===== config.mk =====
export PLATFORM = sky130hd
export DESIGN_NAME = bitmap_index_allocator
export DESIGN_NICKNAME = d
export VERILOG_FILES = /design/src/bia_pkg.sv /design/src/bia_ram.sv /design/src/bitmap_index_allocator.sv
export SDC_FILE = /design/constraint.sdc
export NUM_CORES = 2
export LEC_CHECK = 0
export ABC_AREA = 1
export BUFFER_PORTS_ARGS = -buffer_cell sky130_fd_sc_hd__buf_2
export CORE_MARGIN = 4
export CORE_UTILIZATION = 60
export DETAILED_ROUTE_END_ITERATION = 8
export GPL_ROUTABILITY_DRIVEN = 0
export HOLD_SLACK_MARGIN = 0.02
export PLACE_DENSITY = 0.78
export SLEW_MARGIN = 40
export SYNTH_ARGS = -nofsm -noshare
export SYNTH_HDL_FRONTEND = slang
export SYNTH_SLANG_ARGS = --single-unit

===== constraint.sdc =====
create_clock -name clk -period 4.45 [get_ports clk]
set_clock_uncertainty 0.05 [all_clocks]
set_input_delay 0.89 -clock clk [delete_from_list [all_inputs] [get_ports clk]]
set_output_delay 0.89 -clock clk [all_outputs]
set_load 0.05 [all_outputs]

===== src/bia_pkg.sv =====
package bia_pkg;

	localparam int MAX_BITS  = 1024;
	localparam int WORD_BITS = 32;
	localparam int NUM_WORDS = MAX_BITS / WORD_BITS;
	localparam int ADDR_W    = $clog2(NUM_WORDS);
	localparam int BIT_W     = $clog2(WORD_BITS);
	localparam int INDEX_W   = 10;
	localparam int COUNT_W   = 11;
	localparam int CMD_W     = 2;
	localparam int STATUS_W  = 2;
	localparam int IN_DATA_W  = 16;
	localparam int OUT_DATA_W = 24;

	localparam logic [CMD_W-1:0] CMD_ALLOC = 2'd0;
	localparam logic [CMD_W-1:0] CMD_FREE  = 2'd1;
	localparam logic [CMD_W-1:0] CMD_TEST  = 2'd2;

	localparam logic [STATUS_W-1:0] ST_OK    = 2'd0;
	localparam logic [STATUS_W-1:0] ST_FULL  = 2'd1;
	localparam logic [STATUS_W-1:0] ST_RANGE = 2'd2;

	localparam logic [COUNT_W-1:0] MAX_COUNT = COUNT_W'(MAX_BITS);

	typedef logic [WORD_BITS-1:0] word_t;

	// bits of word w that lie below the index limit
	function automatic word_t word_mask(logic [ADDR_W-1:0] w, logic [COUNT_W-1:0] limit);
		logic [COUNT_W-1:0] base;
		logic [COUNT_W-1:0] n;
		word_t m;
		base = COUNT_W'(w) << BIT_W;
		n = limit - base;
		if (limit <= base) begin
			m = '0;
		end else if (n >= COUNT_W'(WORD_BITS)) begin
			m = '1;
		end else begin
			m = (word_t'(1) << n[BIT_W-1:0]) - word_t'(1);
		end
		return m;
	endfunction

	// position of the lowest set bit, byte first then bit within the byte
	function automatic logic [BIT_W-1:0] first_set(word_t v);
		logic [WORD_BITS/8-1:0] nz;
		logic [BIT_W-4:0] sel;
		logic [7:0] bv;
		logic [2:0] pos;
		for (int i = 0; i < WORD_BITS/8; i++) begin
			nz[i] = |v[i*8 +: 8];
		end
		sel = '0;
		for (int i = WORD_BITS/8 - 1; i >= 0; i--) begin
			if (nz[i]) begin
				sel = (BIT_W-3)'(i);
			end
		end
		bv = v[sel*8 +: 8];
		pos = '0;
		for (int i = 7; i >= 0; i--) begin
			if (bv[i]) begin
				pos = 3'(i);
			end
		end
		return {sel, pos};
	endfunction

endpackage


===== src/bia_ram.sv =====
module bia_ram #(
	parameter int WIDTH = 32,
	parameter int DEPTH = 32
) (
	input  logic                     clk,
	input  logic                     we,
	input  logic [$clog2(DEPTH)-1:0] waddr,
	input  logic [WIDTH-1:0]         wdata,
	input  logic [$clog2(DEPTH)-1:0] raddr,
	output logic [WIDTH-1:0]         rdata
);

	logic [WIDTH-1:0] mem [DEPTH];

	always_ff @(posedge clk) begin
		if (we) begin
			mem[waddr] <= wdata;
		end
		rdata <= mem[raddr];
	end

endmodule


===== src/bitmap_index_allocator.sv =====
// bitmap index allocator: hands out indices 0 .. num_bits-1 from a bitmap of
// 32 words of 32 bits held in a one-port-read, one-port-write ram. cmd 0
// allocates the lowest free index of the first word that has one, scanning
// the words cyclically from the word of the last successful allocation; cmd 1
// frees an index, cmd 2 tests one. every item gives one result with status,
// granted index, test bit and the used count after the item. items are taken
// one at a time: an allocate scans the words from the word of the last grant,
// one word per cycle, and is full if no word has a free bit below the limit or
// if the used count is already at the limit. a free or test does a ram read,
// then a read-modify-write; an out-of-range index or unknown cmd goes straight
// to its result. the next item is taken while the result still waits in the
// output register. the bitmap is empty right after reset: a valid flag per
// word makes a word never written since reset read as zero, so no clearing
// pass is needed. the user must write num_bits over the cfg channel only while
// the block is idle; the block does not enforce it. values above 1024 act as
// 1024 and zero makes every allocate full and every index out of range.
module bitmap_index_allocator (
	input  logic                              clk,
	input  logic                              arst_n,
	// config write channel: num_bits
	input  logic                              cfg_valid,
	output logic                              cfg_ready,
	input  logic [bia_pkg::COUNT_W-1:0]       cfg_data,
	// input items
	input  logic                              s_axis_tvalid,
	output logic                              s_axis_tready,
	input  logic [bia_pkg::IN_DATA_W-1:0]     s_axis_tdata,  // [9:0] bit_index, rest zero
	input  logic [bia_pkg::CMD_W-1:0]         s_axis_tuser,  // [1:0] cmd
	// result items
	output logic                              m_axis_tvalid,
	input  logic                              m_axis_tready,
	output logic [bia_pkg::OUT_DATA_W-1:0]    m_axis_tdata,  // [9:0] alloc_index, [10] is_set,
	                                                         // [21:11] used_count, rest zero
	output logic [bia_pkg::STATUS_W-1:0]      m_axis_tuser   // [1:0] status
);

	import bia_pkg::*;

	typedef enum logic [2:0] {
		S_IDLE,
		S_SCAN,
		S_ALLOC,
		S_RMW,
		S_OUT
	} state_t;

	state_t state_q;

	// configuration
	logic [COUNT_W-1:0] num_bits_q;
	logic [COUNT_W-1:0] limit;

	// item and scan state
	logic [CMD_W-1:0]   cmd_q;
	logic [INDEX_W-1:0] idx_q;
	logic [ADDR_W-1:0]  cur_q;       // word being examined by the scan
	logic [ADDR_W-1:0]  cnt_q;       // words examined so far
	logic [ADDR_W-1:0]  last_word_q;
	logic [COUNT_W-1:0] used_q;
	word_t              word_q;      // word found with a free bit
	word_t              avail_q;     // its free bits below the limit

	// word valid flags: a word not written since reset reads as all free
	logic [NUM_WORDS-1:0] valid_q;
	logic                 rvalid_s1;

	// pending result
	logic [STATUS_W-1:0] res_status_q;
	logic [INDEX_W-1:0]  res_index_q;
	logic                res_set_q;

	// output register
	logic                m_valid_q;
	logic [STATUS_W-1:0] m_status_q;
	logic [INDEX_W-1:0]  m_index_q;
	logic                m_set_q;
	logic [COUNT_W-1:0]  m_count_q;
	logic                out_load;

	// ram ports
	logic              ram_we;
	logic [ADDR_W-1:0] ram_waddr;
	word_t             ram_wdata;
	logic [ADDR_W-1:0] ram_raddr;
	word_t             ram_rdata;

	// datapath
	word_t             rd_word;
	word_t             scan_avail;
	logic [BIT_W-1:0]  grant_bit;
	word_t             free_onehot;
	word_t             idx_onehot;
	logic              idx_bit;
	logic              in_accept;
	logic [INDEX_W-1:0] in_idx;
	logic [CMD_W-1:0]  in_cmd;
	logic              in_range;

	assign in_accept = s_axis_tvalid && s_axis_tready;
	assign in_idx    = s_axis_tdata[INDEX_W-1:0];
	assign in_cmd    = s_axis_tuser;

	// effective index limit, clamped to the store size
	assign limit    = (num_bits_q > MAX_COUNT) ? MAX_COUNT : num_bits_q;
	assign in_range = COUNT_W'(in_idx) < limit;

	assign cfg_ready     = 1'b1;
	assign s_axis_tready = (state_q == S_IDLE);

	// result moves to the output register once that register is free
	assign out_load = (state_q == S_OUT) && (!m_valid_q || m_axis_tready);

	assign rd_word     = rvalid_s1 ? ram_rdata : '0;
	assign scan_avail  = ~rd_word & word_mask(cur_q, limit);
	assign grant_bit   = first_set(avail_q);
	assign free_onehot = word_t'(1) << grant_bit;
	assign idx_onehot  = word_t'(1) << idx_q[BIT_W-1:0];
	assign idx_bit     = |(rd_word & idx_onehot);

	// read address: first word at accept, then one word ahead during the scan
	always_comb begin
		ram_raddr = cur_q;
		if (state_q == S_IDLE) begin
			ram_raddr = (in_cmd == CMD_ALLOC) ? last_word_q : in_idx[INDEX_W-1 -: ADDR_W];
		end else if (state_q == S_SCAN) begin
			ram_raddr = cur_q + ADDR_W'(1);
		end
	end

	// write back: set the granted bit, or clear a freed bit that was set
	always_comb begin
		ram_we    = 1'b0;
		ram_waddr = idx_q[INDEX_W-1 -: ADDR_W];
		ram_wdata = rd_word & ~idx_onehot;
		if (state_q == S_ALLOC) begin
			ram_we    = 1'b1;
			ram_waddr = cur_q;
			ram_wdata = word_q | free_onehot;
		end else if (state_q == S_RMW && cmd_q == CMD_FREE && idx_bit) begin
			ram_we = 1'b1;
		end
	end

	bia_ram #(
		.WIDTH (WORD_BITS),
		.DEPTH (NUM_WORDS)
	) u_ram (
		.clk   (clk),
		.we    (ram_we),
		.waddr (ram_waddr),
		.wdata (ram_wdata),
		.raddr (ram_raddr),
		.rdata (ram_rdata)
	);

	always_ff @(posedge clk or negedge arst_n) begin
		if (!arst_n) begin
			state_q      <= S_IDLE;
			num_bits_q   <= MAX_COUNT;
			cmd_q        <= CMD_ALLOC;
			idx_q        <= '0;
			cur_q        <= '0;
			cnt_q        <= '0;
			last_word_q  <= '0;
			used_q       <= '0;
			word_q       <= '0;
			avail_q      <= '0;
			valid_q      <= '0;
			rvalid_s1    <= 1'b0;
			res_status_q <= ST_OK;
			res_index_q  <= '0;
			res_set_q    <= 1'b0;
			m_valid_q    <= 1'b0;
			m_status_q   <= ST_OK;
			m_index_q    <= '0;
			m_set_q      <= 1'b0;
			m_count_q    <= '0;
		end else begin
			if (cfg_valid && cfg_ready) begin
				num_bits_q <= cfg_data;
			end

			rvalid_s1 <= valid_q[ram_raddr];
			if (ram_we) begin
				valid_q[ram_waddr] <= 1'b1;
			end

			if (out_load) begin
				m_valid_q  <= 1'b1;
				m_status_q <= res_status_q;
				m_index_q  <= res_index_q;
				m_set_q    <= res_set_q;
				m_count_q  <= used_q;
			end else if (m_axis_tready) begin
				m_valid_q <= 1'b0;
			end

			unique case (state_q)
				S_IDLE: begin
					if (in_accept) begin
						cmd_q       <= in_cmd;
						idx_q       <= in_idx;
						cur_q       <= last_word_q;
						cnt_q       <= '0;
						res_index_q <= '0;
						res_set_q   <= 1'b0;
						case (in_cmd) inside
							CMD_ALLOC: begin
								if (used_q >= limit) begin
									res_status_q <= ST_FULL;
									state_q      <= S_OUT;
								end else begin
									res_status_q <= ST_OK;
									state_q      <= S_SCAN;
								end
							end
							CMD_FREE, CMD_TEST: begin
								if (in_range) begin
									res_status_q <= ST_OK;
									state_q      <= S_RMW;
								end else begin
									res_status_q <= ST_RANGE;
									state_q      <= S_OUT;
								end
							end
							default: begin
								res_status_q <= ST_OK;
								state_q      <= S_OUT;
							end
						endcase
					end
				end
				S_SCAN: begin
					if (|scan_avail) begin
						word_q  <= rd_word;
						avail_q <= scan_avail;
						state_q <= S_ALLOC;
					end else if (cnt_q == ADDR_W'(NUM_WORDS - 1)) begin
						// no free index below the limit in any word
						res_status_q <= ST_FULL;
						state_q      <= S_OUT;
					end else begin
						cur_q <= cur_q + ADDR_W'(1);
						cnt_q <= cnt_q + ADDR_W'(1);
					end
				end
				S_ALLOC: begin
					last_word_q <= cur_q;
					used_q      <= used_q + COUNT_W'(1);
					res_index_q <= {cur_q, grant_bit};
					state_q     <= S_OUT;
				end
				S_RMW: begin
					if (cmd_q == CMD_FREE) begin
						if (idx_bit && used_q != '0) begin
							used_q <= used_q - COUNT_W'(1);
						end
					end else begin
						res_set_q <= idx_bit;
					end
					state_q <= S_OUT;
				end
				S_OUT: begin
					if (out_load) begin
						state_q <= S_IDLE;
					end
				end
				default: begin
					state_q <= S_IDLE;
				end
			endcase
		end
	end

	assign m_axis_tvalid = m_valid_q;
	assign m_axis_tuser  = m_status_q;
	assign m_axis_tdata  = OUT_DATA_W'({m_count_q, m_set_q, m_index_q});

endmodule


Yosys cells after proc, flatten, opt, wreduce, memory -nomap -nowiden
Memories as Yosys holds them, arrays and structs flattened. A register that Yosys moved wholly into a read port is not among the register bits.
Index checks and enable logic that the tools add are counted.
- bits in read-only memories: 0
- bits in latches: 0
- memory bits (writable): 1024
- memories kept: 1
- flip-flop bits (word level): 187
- input port bits: 34
- memory list (name ; depth ; bits a word ; rd ports ; clocked after memory_dff ; write ports ; line ; source):
    u_ram.mem ; 32 ; 32 ; 1 ; 1 ; 1 ; bia_ram.sv:13 ; logic [WIDTH-1:0] mem [DEPTH];
- bitwise logic cells: 7
- multipliers: 0
- eq/ne operators: 17
- mux-type cells: 64
- shift-type cells: 4
- $lt $le $gt $ge: 8
- add/sub/neg operators: 6
- reduce and logical (&&, ||, !) cells: 32
- div/mod/pow operators: 0
- operators with widths (operator ; number):
    two-way mux 32 bit ; 4
    AND 32 bit ; 3
    << shifter 1 x 5 -> 32 bit (first input constant) ; 3
    inverter 32 bit ; 2
    bitwise OR 32 bit ; 2
    OR reduction 32 bit ; 2
    two-way mux 5 bit ; 10
    two-way mux 3 bit ; 16
    two-way mux 11 bit ; 3
    OR reduction 8 bit ; 4
    indexed part select 32 x 6 -> 8 bit ; 1
    subtractor 32 x 1 -> 32 bit (second input constant) ; 1
    case mux 11 bit (2 select lines) ; 1
    two-way mux 2 bit ; 10
    case mux 10 bit (2 select lines) ; 1
    case mux 5 bit (2 select lines) ; 2
    less-than comparator 5 x 6 -> 1 bit (second input constant) ; 2
    case mux 3 bit (4 select lines) ; 1
    adder 11 x 1 -> 11 bit (second input constant) ; 1
    greater-or-equal comparator 11 bit ; 1
    greater-or-equal comparator 11 x 6 -> 1 bit (second input constant) ; 1
    greater-than comparator 11 bit (second input constant) ; 1
    <= comparator 11 x 10 -> 1 bit ; 1
    less-than comparator 10 x 11 -> 1 bit ; 1
    30 further kinds ; 64

Longest topological paths before layout
- depth in word-level cells: 17
- gate-level depth with buffers: 27
- gate-level depth less buffers: 24

By module
Synthesis repeated with hierarchy kept, for this count alone.
- cell total of the unflattened synthesis: 5228
- area total of the unflattened synthesis: 54443.5 um^2
- modules (own cells, without submodules) (module ; instances ; area each (um^2) ; cells an instance):
    bia_ram ; 1 ; 42405.7 ; 3536
    bitmap_index_allocator ; 1 ; 12037.8 ; 1692

Worst setup path before layout
No wires, ideal clock.
- path kind: register to register
- from: register avail_q[29]
- to: memory u_ram.mem[0][23] (data pin)
- data arrival time: 3513 ps
- setup slack: 420 ps
- required time: 3933 ps
- cell stages (with the launch flop): 15
- path buffers: 1
- path through: dfrtp_1 -> nor2_1 -> nand3_1 -> nor2_1 -> nand2_1 -> nand3_1 -> inv_1 -> buf_1 -> a221oi_1 -> inv_1 -> nor2_1 -> nand3_1 -> inv_1 -> nand2_1 -> o31ai_1
- longest elaborated chain between the ends: 17
- RTL lines (what ; line ; source):
    from (decl) ; bitmap_index_allocator.sv:61 ; word_t avail_q;
    from (signal assigned) ; bitmap_index_allocator.sv:236 ; avail_q <= scan_avail;
    OR reduction 8 bit ; bia_pkg.sv:51 ; nz[i] = |v[i*8 +: 8];
    two-way mux 2 bit (4 in series) ; bia_pkg.sv:55 ; if (nz[i]) begin
    indexed part select 32 x 6 -> 8 bit ; bia_pkg.sv:59 ; bv = v[sel*8 +: 8];
    two-way mux 3 bit (8 in series) ; bia_pkg.sv:62 ; if (bv[i]) begin
    << shifter 1 x 5 -> 32 bit * ; bitmap_index_allocator.sv:116 ; assign free_onehot = word_t'(1) << grant_bit;
    bitwise OR 32 bit * ; bitmap_index_allocator.sv:138 ; ram_wdata = word_q | free_onehot;
    two-way mux 32 bit * ; bitmap_index_allocator.sv:135 ; if (state_q == S_ALLOC) begin
    via ram_wdata[23] ; bitmap_index_allocator.sv:83 ; word_t ram_wdata;
    to (decl) ; bia_ram.sv:13 ;
The timed path passes the listed nets; every way through them passes the cells marked *.

Worst setup path after layout
- from: register avail_q[13]
- to: memory u_ram.mem[1][9] (data pin)
- longest elaborated chain between the ends: 15
- RTL lines (what ; line):
    OR reduction 8 bit ; bia_pkg.sv:51
    two-way mux 2 bit (2 in series) ; bia_pkg.sv:55
    indexed part select 32 x 6 -> 8 bit ; bia_pkg.sv:59
    two-way mux 3 bit (8 in series) ; bia_pkg.sv:62
    << shifter 1 x 5 -> 32 bit * ; bitmap_index_allocator.sv:116
    bitwise OR 32 bit * ; bitmap_index_allocator.sv:138
    two-way mux 32 bit * ; bitmap_index_allocator.sv:135
    via ram_wdata[9] ; bitmap_index_allocator.sv:83
Marked as above.

==> run metrics <==
placed wire-length estimate=approximately 87,000 um; Yosys cell types=66; RSZ-0062 raised after global routing=no; chip width=305.3 um; FF+latch area=~0.036 mm2; grt total ovfl=0; endpoint class of the critical path=flop; Via density=6.562; Root Driver=clkbuf_16; cts bufs inserted=between 100 and 150; CP Launch Type=flop; Area contributors post-synth=edfxtp_1, dfrtp_1, mux2i_1; CTS clk-pin slew, worst paths=0.06 ns; Yosys warnings=0; Setup Crit Path Kind=reg2reg; crit path max-delay cell type=dfrtp_1; vias in the first global route=35,710; sequential share of the synthesized area=68.03%; Core Area=0.08716 mm2; Syn Inst Count=4,247; # diodes=0; # setup viols final=0; Avg Cell Area, Syn=~12 um2; WL final=143,700 um; number of synthesized flops with an enable pin=1,024; Fill cells=5,610; Routed Antenna Nets=0; drt wl/cell=25.54 um; P&R area growth vs syn=13.75%; Peak supply drop=598.0 uV; quantity of I/O buffers inserted on ports=between 50 and 60; post-synthesis async set-or-reset flop share=15.04%; Residual DRC=0; Hold Fails Final Rpt=0; fin nets=4,452; Synth Flop Type=edfxtp_1; reg2reg setup slack=between 0.15 and 0.2 ns; Max Buffers Root-to-Sink=3; Leakage=~22 nW; antenna violations before repair=1; crit path DAT=between 4 and 5 ns; fmax=233.6 MHz; setup TNS=0 ns; Initial Utilization=60.83%; Yosys top cell area share=58.00%; CTS tree=done; most frequent cells in the layout=edfxtp_1, nor2_1, o21ai_0; GRT Util Overall=30.27%; FF+latch count, synth=~1,200; min Tclk post-route=between 4 and 5 ns; critical-path cell list=nor2_1 > nand3_1 > nor2_1 > nand2_1 > nand2_1 > clkinv_1 > nand2_1 > nand2_1 > a21oi_1 > nand2_1 > nand2_1 > a21oi_1 > o21ai_0 > nand2_1 > buf_4 > inv_1 > nand2_1 > nor2_1 > nand3_1 > a21oi_2 > buf_4; Least-Margin Pin Slew=0.8936 ns; Slew headroom=40.28%; CP most frequent cell=nand2_1; maxcap violations=0; Die H=just over 300 um; power per cell area=a little under 800 mW/mm2; Die ar.=0.09319 mm2; synthesized cell area=0.05302 mm2; cell taking the most area after synthesis=edfxtp_1; CTS H-tree lvls=3; Final Util=69.19%; DR iter-0 viols=5,945; HP Class=in2async; via count=36,930; FP Rows=108; largest net degree at the start of global routing=114; leading cell type in the layout, fill and taps excluded=edfxtp_1; first-pass GRT wire length=around 220,000 um; share of layout cells above drive strength 1=16.25%; WP data required=roughly 4.9 ns; Boundary Pins=63; status=finished clean; Sink Count=~1,200; Max stage delay on crit path=0.41 ns; DRT Pass-1 Iters=9; Multi-input gate area=roughly 0.015 mm2; crit path max fanout=32; Tcrit/Tclk final=96.19%; Clk Latency, worst-skew pair=slightly above 0.7 ns; Slew Limit Fails=0
-- per-layer routing --
metal  global-route usage (%)  wire length (um)
met1                    41.19             53310
met4                    14.40              7511
met2                    47.50             66180
met3                    6.092             16720
met5                        0                13
-- worst paths after layout --
check                                        start  cells after the start                   endpoint
max in group asynchronous                   arst_n                      2    valid_q[14]$_DFFE_PN0N_
min reg2reg                 valid_q[3]$_DFFE_PN0N_                      1     valid_q[3]$_DFFE_PN0N_
max                        avail_q[13]$_DFFE_PN0P_                     21  u_ram.mem[1][9]$_DFFE_PP_
min                                         arst_n                      1      used_q[3]$_DFFE_PN0P_
min in group clk                       cfg_data[2]                      3  num_bits_q[2]$_DFFE_PN0P_
max reg2reg                avail_q[13]$_DFFE_PN0P_                     21  u_ram.mem[1][9]$_DFFE_PP_
-- Yosys cell counts, drive strengths merged, types with 44 or more instances --
cell    count
a31oi      44
buf        73
clkbuf    194
dfrtp     186
edfxtp   1024
inv       180
mux2i     224
nand2     419
nand3     242
nand4      44
nor2      576
o21ai     490
o221ai    224
-- metrics by stage --
stage	hold slack [ns]	total power (W)	setup slack, ns	std cells	cell area (um2)
finish	0.1011	0.04643	0.1694	5628	60310
global placement	0.3922	0.03525	0.1797	5374	55760
detailed placement	0.3969	0.03595	0.04096	5399	56300
floorplan	0.3774	0.02905	0.4203	4248	53020
CTS	0.1211	0.04601	0.02655	5614	60150
global route	0.1493	0.04866	0.01093	5628	60310
-- flip-flops by register name, indices dropped and copies added, names as in the netlist, 2 cells and up --
signal	flops
cnt_q	5
valid_q	32
avail_q	32
u_ram.rdata	32
word_q	32
cmd_q	2
res_status_q	2
used_q	11
m_axis_tuser	2
m_index_q	10
res_index_q	10
last_word_q	5
u_ram.mem	1024
idx_q	10
m_count_q	11
num_bits_q	11
state_q	3
cur_q	5
-- kinds of logic (layout without fill, tap and decap cells) --
logic type / count (synthesis) / after routing / synth area share (%)
fa+ha+maj: 41 / 41 / 0.9959
mux: 228 / 228 / 4.314
compound gates: 923 / 923 / 11.55
xor+xnor: 10 / 10 / 0.1652
simple gates: 1348 / 1348 / 11.31
flops: 1243 / 1243 / 68.03
buf+inv: 452 / 677 / 3.625
other cells: 2 / 3 / 0.01416
-- where the power goes --
group | leakage (nW) | switching [W] | internal, W
clock | 1.87 | 0.00432 | 0.00566
combinational | 8.37 | 0.0139 | 0.00634
sequential | 12.1 | 0.000675 | 0.0155
-- worst max-delay path: cells and delay by family (launching register included) --
| kind | cells | cell delay (ns) |
|---|---|---|
| and+or+nand+nor | 13 | 1.95 |
| buffers and inverters | 4 | 0.93 |
| AOI/OAI and AO/OA | 4 | 0.70 |
| DFF | 1 | 0.41 |
-- timing repair --
action	CTS	global route
setup endpoints to repair	11	70
pin swaps	0	1
hold endpoints to repair	0	0
setup buffers	0	12
resized for setup	1	3
hold buffers	0	0
-- area by class of cell --
cell class	instances	area share (%)
clock buffer	145	5.162
clock inverter	70	1.218
inverter	185	1.178
multi-input combinational	2553	25.62
sequential	1243	59.81
tap	1155	2.396
timing repair buffer	277	4.616
Power figures use the tool's default switching activity.
